==> src/sv/aidt_pkg.sv <==
// shared types and constants for the address/id assignment table
package aidt_pkg;

  localparam int ADDR_W = 32;
  localparam int ID_W   = 16;
  localparam int BANKS  = 16;
  localparam int LANE_W = 4;

  localparam logic OP_ASSIGN  = 1'b0;
  localparam logic OP_REVERSE = 1'b1;

  typedef struct packed {
    logic              opcode;
    logic [ADDR_W-1:0] address;
    logic [ID_W-1:0]   query_id;
  } req_t;

  typedef struct packed {
    logic [ID_W-1:0]   result_id;
    logic [ADDR_W-1:0] result_address;
    logic              hit;
    logic              newly_assigned;
    logic              table_full;
  } rsp_t;

  typedef enum logic [2:0] {
    ST_IDLE,
    ST_DECODE,
    ST_SCAN,
    ST_ALLOC,
    ST_REV_RD,
    ST_REV_DATA,
    ST_FINISH
  } state_t;

  typedef enum logic [2:0] {
    RES_NONE,
    RES_ZERO,
    RES_HIT,
    RES_NEW,
    RES_FULL,
    RES_REV
  } res_sel_t;

  typedef struct packed {
    logic     load;
    logic     scan;
    logic     rev;
    res_sel_t res_sel;
    logic     push;
  } cmd_t;

  typedef struct packed {
    logic opcode;
    logic addr_zero;
    logic used_zero;
    logic full;
    logic qid_valid;
    logic match;
    logic scan_done;
    logic out_free;
  } status_t;

endpackage

==> src/sv/aidt_ctrl.sv <==
// controller state machine sequencing decode, scan, allocate and reverse reads
module aidt_ctrl (
  input  logic              clk,
  input  logic              rst,
  input  logic              req_valid,
  output logic              req_stall,
  input  aidt_pkg::status_t status,
  output aidt_pkg::cmd_t    cmd
);

  aidt_pkg::state_t state;
  aidt_pkg::state_t state_next;

  always_ff @(posedge clk) begin
    if (rst) begin
      state <= aidt_pkg::ST_IDLE;
    end else begin
      state <= state_next;
    end
  end

  always_comb begin
    state_next = state;
    unique case (state)
      aidt_pkg::ST_IDLE: begin
        if (req_valid) state_next = aidt_pkg::ST_DECODE;
      end
      aidt_pkg::ST_DECODE: begin
        if (status.opcode == aidt_pkg::OP_REVERSE) begin
          state_next = status.qid_valid ? aidt_pkg::ST_REV_RD : aidt_pkg::ST_FINISH;
        end else if (status.addr_zero) begin
          state_next = aidt_pkg::ST_FINISH;
        end else if (status.used_zero) begin
          state_next = aidt_pkg::ST_ALLOC;
        end else begin
          state_next = aidt_pkg::ST_SCAN;
        end
      end
      aidt_pkg::ST_SCAN: begin
        if (status.match) begin
          state_next = aidt_pkg::ST_FINISH;
        end else if (status.scan_done) begin
          state_next = status.full ? aidt_pkg::ST_FINISH : aidt_pkg::ST_ALLOC;
        end
      end
      aidt_pkg::ST_ALLOC:    state_next = aidt_pkg::ST_FINISH;
      aidt_pkg::ST_REV_RD:   state_next = aidt_pkg::ST_REV_DATA;
      aidt_pkg::ST_REV_DATA: state_next = aidt_pkg::ST_FINISH;
      aidt_pkg::ST_FINISH: begin
        if (status.out_free) state_next = aidt_pkg::ST_IDLE;
      end
      default: state_next = aidt_pkg::ST_IDLE;
    endcase
  end

  always_comb begin
    cmd         = '0;
    cmd.res_sel = aidt_pkg::RES_NONE;
    req_stall   = (state != aidt_pkg::ST_IDLE);
    unique case (state)
      aidt_pkg::ST_IDLE: begin
        cmd.load = req_valid;
      end
      aidt_pkg::ST_DECODE: begin
        if ((status.opcode == aidt_pkg::OP_REVERSE && !status.qid_valid) ||
            (status.opcode == aidt_pkg::OP_ASSIGN && status.addr_zero)) begin
          cmd.res_sel = aidt_pkg::RES_ZERO;
        end
      end
      aidt_pkg::ST_SCAN: begin
        cmd.scan = 1'b1;
        if (status.match) begin
          cmd.res_sel = aidt_pkg::RES_HIT;
        end else if (status.scan_done && status.full) begin
          cmd.res_sel = aidt_pkg::RES_FULL;
        end
      end
      aidt_pkg::ST_ALLOC: begin
        cmd.res_sel = aidt_pkg::RES_NEW;
      end
      aidt_pkg::ST_REV_RD: begin
        cmd.rev = 1'b1;
      end
      aidt_pkg::ST_REV_DATA: begin
        cmd.res_sel = aidt_pkg::RES_REV;
      end
      aidt_pkg::ST_FINISH: begin
        cmd.push = status.out_free;
      end
      default: begin
      end
    endcase
  end

endmodule

==> config.mk <==
export PLATFORM = sky130hd
export DESIGN_NAME = aidt_ctrl
export DESIGN_NICKNAME = d
export VERILOG_FILES = /design/src/sv/aidt_pkg.sv /design/src/sv/aidt_ctrl.sv
export SDC_FILE = /design/constraint.sdc
export NUM_CORES = 1
export LEC_CHECK = 0
export BUFFER_PORTS_ARGS = -buffer_cell sky130_fd_sc_hd__buf_2
export CAP_MARGIN = 5
export CORE_AREA = 5 5 42 44
export CTS_CLUSTER_SIZE = 16
export DETAILED_ROUTE_END_ITERATION = 7
export DIE_AREA = 0 0 47 49
export SYNTH_ARGS = -nofsm -noshare
export SYNTH_HDL_FRONTEND = slang
export SYNTH_SLANG_ARGS = --single-unit
==> constraint.sdc <==
create_clock -name clk -period 1.5 [get_ports clk]
set_clock_uncertainty 0.1 [all_clocks]
set_input_delay 0.15 -clock clk [delete_from_list [all_inputs] [get_ports clk]]
set_output_delay 0.15 -clock clk [all_outputs]
set_load 0.005 [all_outputs]
==> results of run 1 <==
where the power goes:
group / internal [uW] / total, uW / switching (uW)
Sequential: 130 / 231 / 101
Combinational: 236 / 433 / 197
Clock: 100 / 148 / 48.1
worst max-delay path by stage:
stage	endpoint	slack (ns)	cells past startpoint
floorplan	state[1]	0.27	3
global placement	state[0]	0.11	3
detailed placement	state[1]	0.11	3
CTS	cmd[3]	0.03	4
global route	cmd[3]	-0.01	4
finish	cmd[6]	0.05	3
what timing repair did:
action                     4_1_cts  5_1_grt
resized for setup                4        1
setup endpoints to repair        5        1
pin swaps                        0        0
buffers inserted                 0        1
synthesized netlist by cell type, types with 2 or more instances:
cell	number	area share
sky130_fd_sc_hd__a21oi_1	2	0.033
sky130_fd_sc_hd__buf_2	2	0.033
sky130_fd_sc_hd__dfxtp_1	3	0.20
sky130_fd_sc_hd__nand2_1	4	0.049
sky130_fd_sc_hd__nand2b_1	2	0.041
sky130_fd_sc_hd__nor2_1	5	0.061
sky130_fd_sc_hd__nor3_1	2	0.033
sky130_fd_sc_hd__nor3b_1	2	0.049
sky130_fd_sc_hd__nor4_1	4	0.082
sky130_fd_sc_hd__o21ai_0	4	0.066
sky130_fd_sc_hd__or3_1	2	0.041
metal layers:
metal	up-vias	GRT usage
li1	206	-
met1	160	0.1179
met2	14	0.1244
met3	2	0.03321
met4	0	0.08295
met5	-	0
logic make-up (layout without fill, tap and decap cells):
logic type,count (synthesis),count (layout)
buf+inv,4,26
simple gates,25,25
compound gates,11,11
flops,3,3
final cells by class:
cell class	count	area share
multi-input combinational	36	0.4959
timing repair buffer	21	0.2479
sequential	3	0.1460
clock buffer	4	0.05785
tap	16	0.04408
inverter	1	0.008264
through the flow:
stage               hold WS, ns  cells    util
floorplan                0.1179     43       -
global placement         0.2689     76  0.2920
detailed placement       0.2729     76  0.2920
CTS                    0.009954     80  0.3152
global route            0.03054     81  0.3241
finish                  0.02074     81  0.3241
==> flow_results.xml, run 1 <==
<?xml version="1.0" encoding="UTF-8"?>
<metrics>
  <group name="run_status">
    <metric name="status" unit="">completed</metric>
  </group>
  <group name="timing">
    <metric name="hold_viol" unit="">0</metric>
    <metric name="slew_headroom" unit="">0.7129</metric>
    <metric name="maxSlewViolCount" unit="">0</metric>
    <metric name="setup-violations-final" unit="">0</metric>
    <metric name="min_period_over_period" unit="">0.9675</metric>
    <metric name="rsz0062_at_grt" unit="">true</metric>
    <metric name="setup_tns" unit="ns">0</metric>
    <metric name="fmax" unit="MHz">689.0</metric>
    <metric name="worst_pin_slew" unit="ns">0.4267</metric>
    <metric name="timing.final.ws_setup" unit="ns">0.04871</metric>
    <metric name="clock_period_minus_final_worst_setup_slack" unit="ns">1.451</metric>
  </group>
  <group name="finish">
    <metric name="registers_with_the_most_flip_flops" unit="">state x3</metric>
    <metric name="leading_cell_type_in_the_layout_fill_and_taps_excluded" unit="">sky130_fd_sc_hd__buf_2</metric>
    <metric name="most-common-layout-cells" unit="">18 x sky130_fd_sc_hd__buf_2, 5 x sky130_fd_sc_hd__nor2_1, 4 x sky130_fd_sc_hd__nand2_1, 4 x sky130_fd_sc_hd__o21ai_0, 4 x sky130_fd_sc_hd__nor4_1</metric>
    <metric name="multi_input_comb_area" unit="um^2">225.2</metric>
    <metric name="final_layout_size_suffix_gt1_frac" unit="">0.4615</metric>
    <metric name="antennaDiodeCount" unit="">0</metric>
    <metric name="regArea" unit="um^2">66.31</metric>
    <metric name="largest_register_ff_count" unit="">3</metric>
    <metric name="nFillCells" unit="">170</metric>
    <metric name="largest_register" unit="">state</metric>
    <metric name="area_growth_syn_to_layout" unit="%">48.77</metric>
    <metric name="fin_area" unit="um^2">454.2</metric>
    <metric name="fin_nets" unit="">77</metric>
  </group>
  <group name="job">
    <metric name="drv.max_cap_violation_count" unit="">0</metric>
  </group>
  <group name="die">
    <metric name="die_height" unit="um">49</metric>
    <metric name="top_level_ports" unit="">19</metric>
    <metric name="die_area" unit="mm^2">0.002303</metric>
    <metric name="fp-row-count" unit="">14</metric>
    <metric name="initial_utilization" unit="">0.2179</metric>
    <metric name="floorplan.die.width" unit="um">47</metric>
    <metric name="core_area" unit="mm^2">0.001401</metric>
  </group>
  <group name="power">
    <metric name="total_power" unit="uW">811.8</metric>
    <metric name="irDropWorstVdd" unit="V">0.0007307</metric>
    <metric name="power.static_leakage" unit="uW">0.0002132</metric>
    <metric name="p_per_area" unit="mW/mm^2">1787</metric>
  </group>
  <group name="clock_network">
    <metric name="tritoncts_num_sinks" unit="">3</metric>
    <metric name="clkLatencyLatePin" unit="ns">0.24</metric>
    <metric name="cts_inserted_buffers" unit="">3</metric>
    <metric name="cts_tree" unit="">built</metric>
    <metric name="clk_pin_slew_worst_paths" unit="ns">0.03</metric>
    <metric name="cts_htree_levels" unit="">1</metric>
    <metric name="cts_hold_buffers" unit="">0</metric>
    <metric name="cts_root_buffer" unit="">sky130_fd_sc_hd__clkbuf_4</metric>
    <metric name="cts.path.max_buffers" unit="">2</metric>
  </group>
  <group name="place">
    <metric name="post-dp-hpwl" unit="um">694.5</metric>
    <metric name="place.gp.congestion" unit="">0.7362</metric>
    <metric name="dpl_worst_slack" unit="ns">0.1129</metric>
    <metric name="placement.cell_area" unit="um^2">409.1</metric>
    <metric name="portBuffers" unit="">18</metric>
  </group>
  <group name="critical_path">
    <metric name="timing.critical_path.required" unit="ns">1.25</metric>
    <metric name="endpoint_kind" unit="">output pin</metric>
    <metric name="critical_path.top_delay_family" unit="">simple AND/OR/NAND/NOR gates</metric>
    <metric name="regToRegStartpoint" unit="">state[2]</metric>
    <metric name="timing.critical_path.buf_inv" unit="">1</metric>
    <metric name="crit_type" unit="">reg -&gt; out</metric>
    <metric name="list_of_cells_traversed_by_the_critical_path" unit="">or3_1 &gt; nor2_1 &gt; buf_2</metric>
    <metric name="critical_path.reg2reg.endpoint" unit="">state[0]</metric>
    <metric name="worst-path-max-fanout" unit="">12</metric>
    <metric name="setup.reg_to_reg.worst_slack" unit="ns">0.11</metric>
    <metric name="critPathLaunch" unit="">state[1]</metric>
    <metric name="critical_path.slowest_cell" unit="">sky130_fd_sc_hd__or3_1</metric>
    <metric name="worst_setup_start_kind" unit="">register</metric>
    <metric name="r2r.worst_path.cells" unit="">3</metric>
    <metric name="critical-path-max-stage-delay" unit="ns">0.40</metric>
    <metric name="arrival" unit="ns">1.20</metric>
  </group>
  <group name="logic_synthesis">
    <metric name="yosys.area_share.adder" unit="">0</metric>
    <metric name="synth_cell_type_count" unit="">22</metric>
    <metric name="synth_seq_cells" unit="">3</metric>
    <metric name="synth_edf_count" unit="">0</metric>
    <metric name="synth_async_sr_flop_share" unit="">0</metric>
    <metric name="synth_seq_area_share" unit="">0.1967</metric>
    <metric name="synth-compound-area-share" unit="">0.2582</metric>
    <metric name="yosys.area_share.simple" unit="">0.4631</metric>
    <metric name="synth_cells" unit="">43</metric>
    <metric name="mappedNetlistArea" unit="um^2">305.3</metric>
    <metric name="muxShareOfSynthArea" unit="">0</metric>
    <metric name="post_synth_xor_xnor_area" unit="">0</metric>
    <metric name="synth_top_family_by_area" unit="">simple AND/OR/NAND/NOR gates</metric>
    <metric name="yosys_most_used_dff" unit="">sky130_fd_sc_hd__dfxtp_1</metric>
    <metric name="mappedNetlistNets" unit="">54</metric>
    <metric name="synth.avg_cell_area" unit="um^2">7.100</metric>
    <metric name="number_of_warnings_issued_by_yosys" unit="">0</metric>
  </group>
  <group name="global_routing">
    <metric name="grt_pass1_vias" unit="">366</metric>
    <metric name="grt_remaining_overflow" unit="">0</metric>
    <metric name="number_of_antenna_violations_at_the_first_check_in_global_routing" unit="">0</metric>
    <metric name="gr-usage-all-layers" unit="">0.09557</metric>
    <metric name="grt_max_degree" unit="">15</metric>
    <metric name="first_pass_grt_wire_length" unit="um">1559</metric>
  </group>
  <group name="routing">
    <metric name="wl_met3" unit="um">78</metric>
    <metric name="wl_met2" unit="um">443</metric>
    <metric name="dr.max_layer_used" unit="">met4</metric>
    <metric name="detail_route.iter0.violations" unit="">7</metric>
    <metric name="drt_first_pass_iters" unit="">4</metric>
    <metric name="route.final.wire_length" unit="um">949</metric>
    <metric name="ant_nets" unit="">0</metric>
    <metric name="wire_per_inst" unit="um">11.72</metric>
    <metric name="drc" unit="">0</metric>
    <metric name="vias_per_cell" unit="">4.716</metric>
    <metric name="vias" unit="">382</metric>
    <metric name="routedLengthMet1" unit="um">407</metric>
  </group>
  <group name="hold_path">
    <metric name="hp-class" unit="">in -&gt; reg</metric>
    <metric name="holdPathStages" unit="">2</metric>
    <metric name="sink_of_the_worst_hold_path" unit="">state[1]</metric>
    <metric name="hold_start" unit="">rst</metric>
  </group>
</metrics>
Power figures use the tool's default switching activity.
==> inputs of run 2 (changes only) <==
CTS_BUF_LIST = sky130_fd_sc_hd__clkbuf_8 sky130_fd_sc_hd__clkbuf_16   (was unset)
==> run 2 against run 1 <==
  * Hold slack better by 0.028 ns
  * Critical endpoint is now cmd[3]
  * Largest power group unchanged
  * Clock power is 49% higher
  * Worst setup slack better by 0.023 ns
  * Maximum frequency is 1.6% higher
  * Register-to-register slack hardly changed
  * Clock-buffer cell count is 1 lower
  * Via count is 2.1% lower
  * Largest cell class unchanged
  * Critical path depth is 1 higher
==> flow_results.xml, run 2 (synthesis gave the netlist of run 1 again) <==
<?xml version="1.0" encoding="UTF-8"?>
<metrics>
  <group name="die">
    <metric name="top_level_ports" unit="">19</metric>
    <metric name="core_area" unit="mm^2">0.001401</metric>
    <metric name="initial_utilization" unit="">0.2179</metric>
    <metric name="die_height" unit="um">49</metric>
    <metric name="floorplan.die.width" unit="um">47</metric>
    <metric name="fp-row-count" unit="">14</metric>
    <metric name="die_area" unit="mm^2">0.002303</metric>
  </group>
  <group name="clock_network">
    <metric name="cts_tree" unit="">built</metric>
    <metric name="clkLatencyLatePin" unit="ns">0.21</metric>
    <metric name="cts_htree_levels" unit="">1</metric>
    <metric name="cts_hold_buffers" unit="">0</metric>
    <metric name="cts_root_buffer" unit="">sky130_fd_sc_hd__clkbuf_8</metric>
    <metric name="cts.path.max_buffers" unit="">2</metric>
    <metric name="clk_pin_slew_worst_paths" unit="ns">0.03</metric>
    <metric name="tritoncts_num_sinks" unit="">3</metric>
    <metric name="cts_inserted_buffers" unit="">3</metric>
  </group>
  <group name="finish">
    <metric name="largest_register" unit="">state</metric>
    <metric name="largest_register_ff_count" unit="">3</metric>
    <metric name="registers_with_the_most_flip_flops" unit="">state x3</metric>
    <metric name="fin_area" unit="um^2">467.9</metric>
    <metric name="final_layout_size_suffix_gt1_frac" unit="">0.4531</metric>
    <metric name="fin_nets" unit="">76</metric>
    <metric name="most-common-layout-cells" unit="">18 x sky130_fd_sc_hd__buf_2, 5 x sky130_fd_sc_hd__nor2_1, 4 x sky130_fd_sc_hd__nand2_1, 4 x sky130_fd_sc_hd__o21ai_0, 4 x sky130_fd_sc_hd__nor4_1</metric>
    <metric name="leading_cell_type_in_the_layout_fill_and_taps_excluded" unit="">sky130_fd_sc_hd__buf_2</metric>
    <metric name="area_growth_syn_to_layout" unit="%">53.28</metric>
    <metric name="antennaDiodeCount" unit="">0</metric>
    <metric name="nFillCells" unit="">169</metric>
  </group>
  <group name="global_routing">
    <metric name="number_of_antenna_violations_at_the_first_check_in_global_routing" unit="">0</metric>
    <metric name="grt_max_degree" unit="">15</metric>
    <metric name="grt_remaining_overflow" unit="">0</metric>
    <metric name="first_pass_grt_wire_length" unit="um">1504</metric>
    <metric name="gr-usage-all-layers" unit="">0.08714</metric>
    <metric name="grt_pass1_vias" unit="">361</metric>
  </group>
  <group name="timing">
    <metric name="timing.final.ws_setup" unit="ns">0.07130</metric>
    <metric name="slew_headroom" unit="">0.7115</metric>
    <metric name="setup-violations-final" unit="">0</metric>
    <metric name="maxSlewViolCount" unit="">0</metric>
    <metric name="clock_period_minus_final_worst_setup_slack" unit="ns">1.429</metric>
    <metric name="rsz0062_at_grt" unit="">false</metric>
    <metric name="fmax" unit="MHz">699.9</metric>
    <metric name="worst_pin_slew" unit="ns">0.4288</metric>
    <metric name="setup_tns" unit="ns">0</metric>
    <metric name="hold_viol" unit="">0</metric>
    <metric name="min_period_over_period" unit="">0.9525</metric>
  </group>
  <group name="place">
    <metric name="portBuffers" unit="">18</metric>
    <metric name="post-dp-hpwl" unit="um">694.5</metric>
    <metric name="placement.cell_area" unit="um^2">409.1</metric>
    <metric name="place.gp.congestion" unit="">0.7362</metric>
    <metric name="dpl_worst_slack" unit="ns">0.1129</metric>
  </group>
  <group name="routing">
    <metric name="vias_per_cell" unit="">4.675</metric>
    <metric name="drt_first_pass_iters" unit="">4</metric>
    <metric name="ant_nets" unit="">0</metric>
    <metric name="vias" unit="">374</metric>
    <metric name="wire_per_inst" unit="um">11.50</metric>
    <metric name="drc" unit="">0</metric>
    <metric name="detail_route.iter0.violations" unit="">5</metric>
    <metric name="route.final.wire_length" unit="um">920</metric>
  </group>
  <group name="critical_path">
    <metric name="r2r.worst_path.cells" unit="">3</metric>
    <metric name="worst-path-max-fanout" unit="">14</metric>
    <metric name="setup.reg_to_reg.worst_slack" unit="ns">0.12</metric>
    <metric name="arrival" unit="ns">1.18</metric>
    <metric name="list_of_cells_traversed_by_the_critical_path" unit="">nand2b_1 &gt; nor3_2 &gt; a32o_1 &gt; buf_2</metric>
    <metric name="endpoint_kind" unit="">output pin</metric>
    <metric name="crit_type" unit="">reg -&gt; out</metric>
    <metric name="timing.critical_path.required" unit="ns">1.25</metric>
    <metric name="critical_path.slowest_cell" unit="">sky130_fd_sc_hd__dfxtp_4</metric>
    <metric name="regToRegStartpoint" unit="">state[2]</metric>
    <metric name="worst_setup_start_kind" unit="">register</metric>
    <metric name="critical-path-max-stage-delay" unit="ns">0.40</metric>
    <metric name="critical_path.reg2reg.endpoint" unit="">state[0]</metric>
  </group>
  <group name="hold_path">
    <metric name="hold_start" unit="">rst</metric>
    <metric name="sink_of_the_worst_hold_path" unit="">state[1]</metric>
    <metric name="hp-class" unit="">in -&gt; reg</metric>
    <metric name="holdPathStages" unit="">2</metric>
  </group>
  <group name="power">
    <metric name="irDropWorstVdd" unit="V">0.0007660</metric>
    <metric name="power.static_leakage" unit="uW">0.0002201</metric>
    <metric name="p_per_area" unit="mW/mm^2">1870</metric>
  </group>
  <group name="run_status">
    <metric name="status" unit="">completed</metric>
  </group>
  <group name="job">
    <metric name="drv.max_cap_violation_count" unit="">0</metric>
  </group>
</metrics>
run 2: changes by cell type in the layout (fill, tap and decap cells not counted):
| cell | before | now |
|---|---|---|
| sky130_fd_sc_hd__inv_1 | 1 | 2 |
| sky130_fd_sc_hd__buf_4 | 3 | 2 |
| sky130_fd_sc_hd__dfxtp_2 | 2 | 1 |
| sky130_fd_sc_hd__clkbuf_8 | 0 | 3 |
| sky130_fd_sc_hd__dfxtp_4 | 1 | 2 |
| sky130_fd_sc_hd__clkbuf_1 | 1 | 0 |
| sky130_fd_sc_hd__clkbuf_4 | 3 | 0 |
run 2: layout make-up:
cell class / count / area [um^2] / share of cell area
clock buffers: 3 / 41.29 / 0.08824
clock inverters: 1 / 3.754 / 0.008021
inverters: 1 / 3.754 / 0.008021
multi-input cells: 36 / 225.2 / 0.4813
flip-flops and latches: 3 / 68.82 / 0.1471
well taps: 16 / 20.02 / 0.04278
repair buffers: 20 / 105.1 / 0.2246
run 2: worst max-delay path by stage:
| stage | start | endpoint | slack (ns) | cells past startpoint |
|---|---|---|---|---|
| after detailed placement | state[0] | state[1] | 0.11 | 3 |
| after floorplan | state[2] | state[1] | 0.27 | 3 |
| after global routing | state[2] | cmd[3] | 0.01 | 4 |
| after global placement | state[2] | state[0] | 0.11 | 3 |
| final | state[2] | cmd[3] | 0.07 | 4 |
| after CTS | state[2] | cmd[3] | 0.03 | 4 |
run 2: per-stage QoR:
| stage | utilization | total power [uW] | std cells | hold WS (ns) |
|---|---|---|---|---|
| after global routing | 0.3339 | 955.4 | 80 | 0.05798 |
| after detailed placement | 0.2920 | 625.6 | 76 | 0.2729 |
| after global placement | 0.2920 | 621.0 | 76 | 0.2689 |
| after floorplan | - | 480.4 | 43 | 0.1179 |
| after CTS | 0.3268 | 869.3 | 80 | 0.04745 |
| final | 0.3339 | 875.0 | 80 | 0.04855 |
run 2: repair_timing:
| item | CTS | global route |
|---|---|---|
| gates resized for setup | 3 | 3 |
| setup endpoints to repair | 1 | 1 |
| setup buffers | 0 | 0 |
run 2: critical path: cells and delay by family, from the launching register on:
family | cells | cell delay [ns]
compound gates | 1 | 0.25
simple gates | 2 | 0.19
flops | 1 | 0.40
buf+inv | 1 | 0.12
run 2: metal layers:
layer	routed length [um]	up-vias	GRT usage	share of wire
li1	-	204	-	-
met1	415	156	0.1179	0.45
met2	416	14	0.1176	0.45
met3	88	0	0.04428	0.096
met4	0	0	0.02765	0
met5	0	-	0	0
run 2: report_power, final:
part           switching [uW]  total, uW  internal (uW)
clock network            47.0        221            174
logic                     191        414            223
registers                 106        241            135
total                     344        875            531
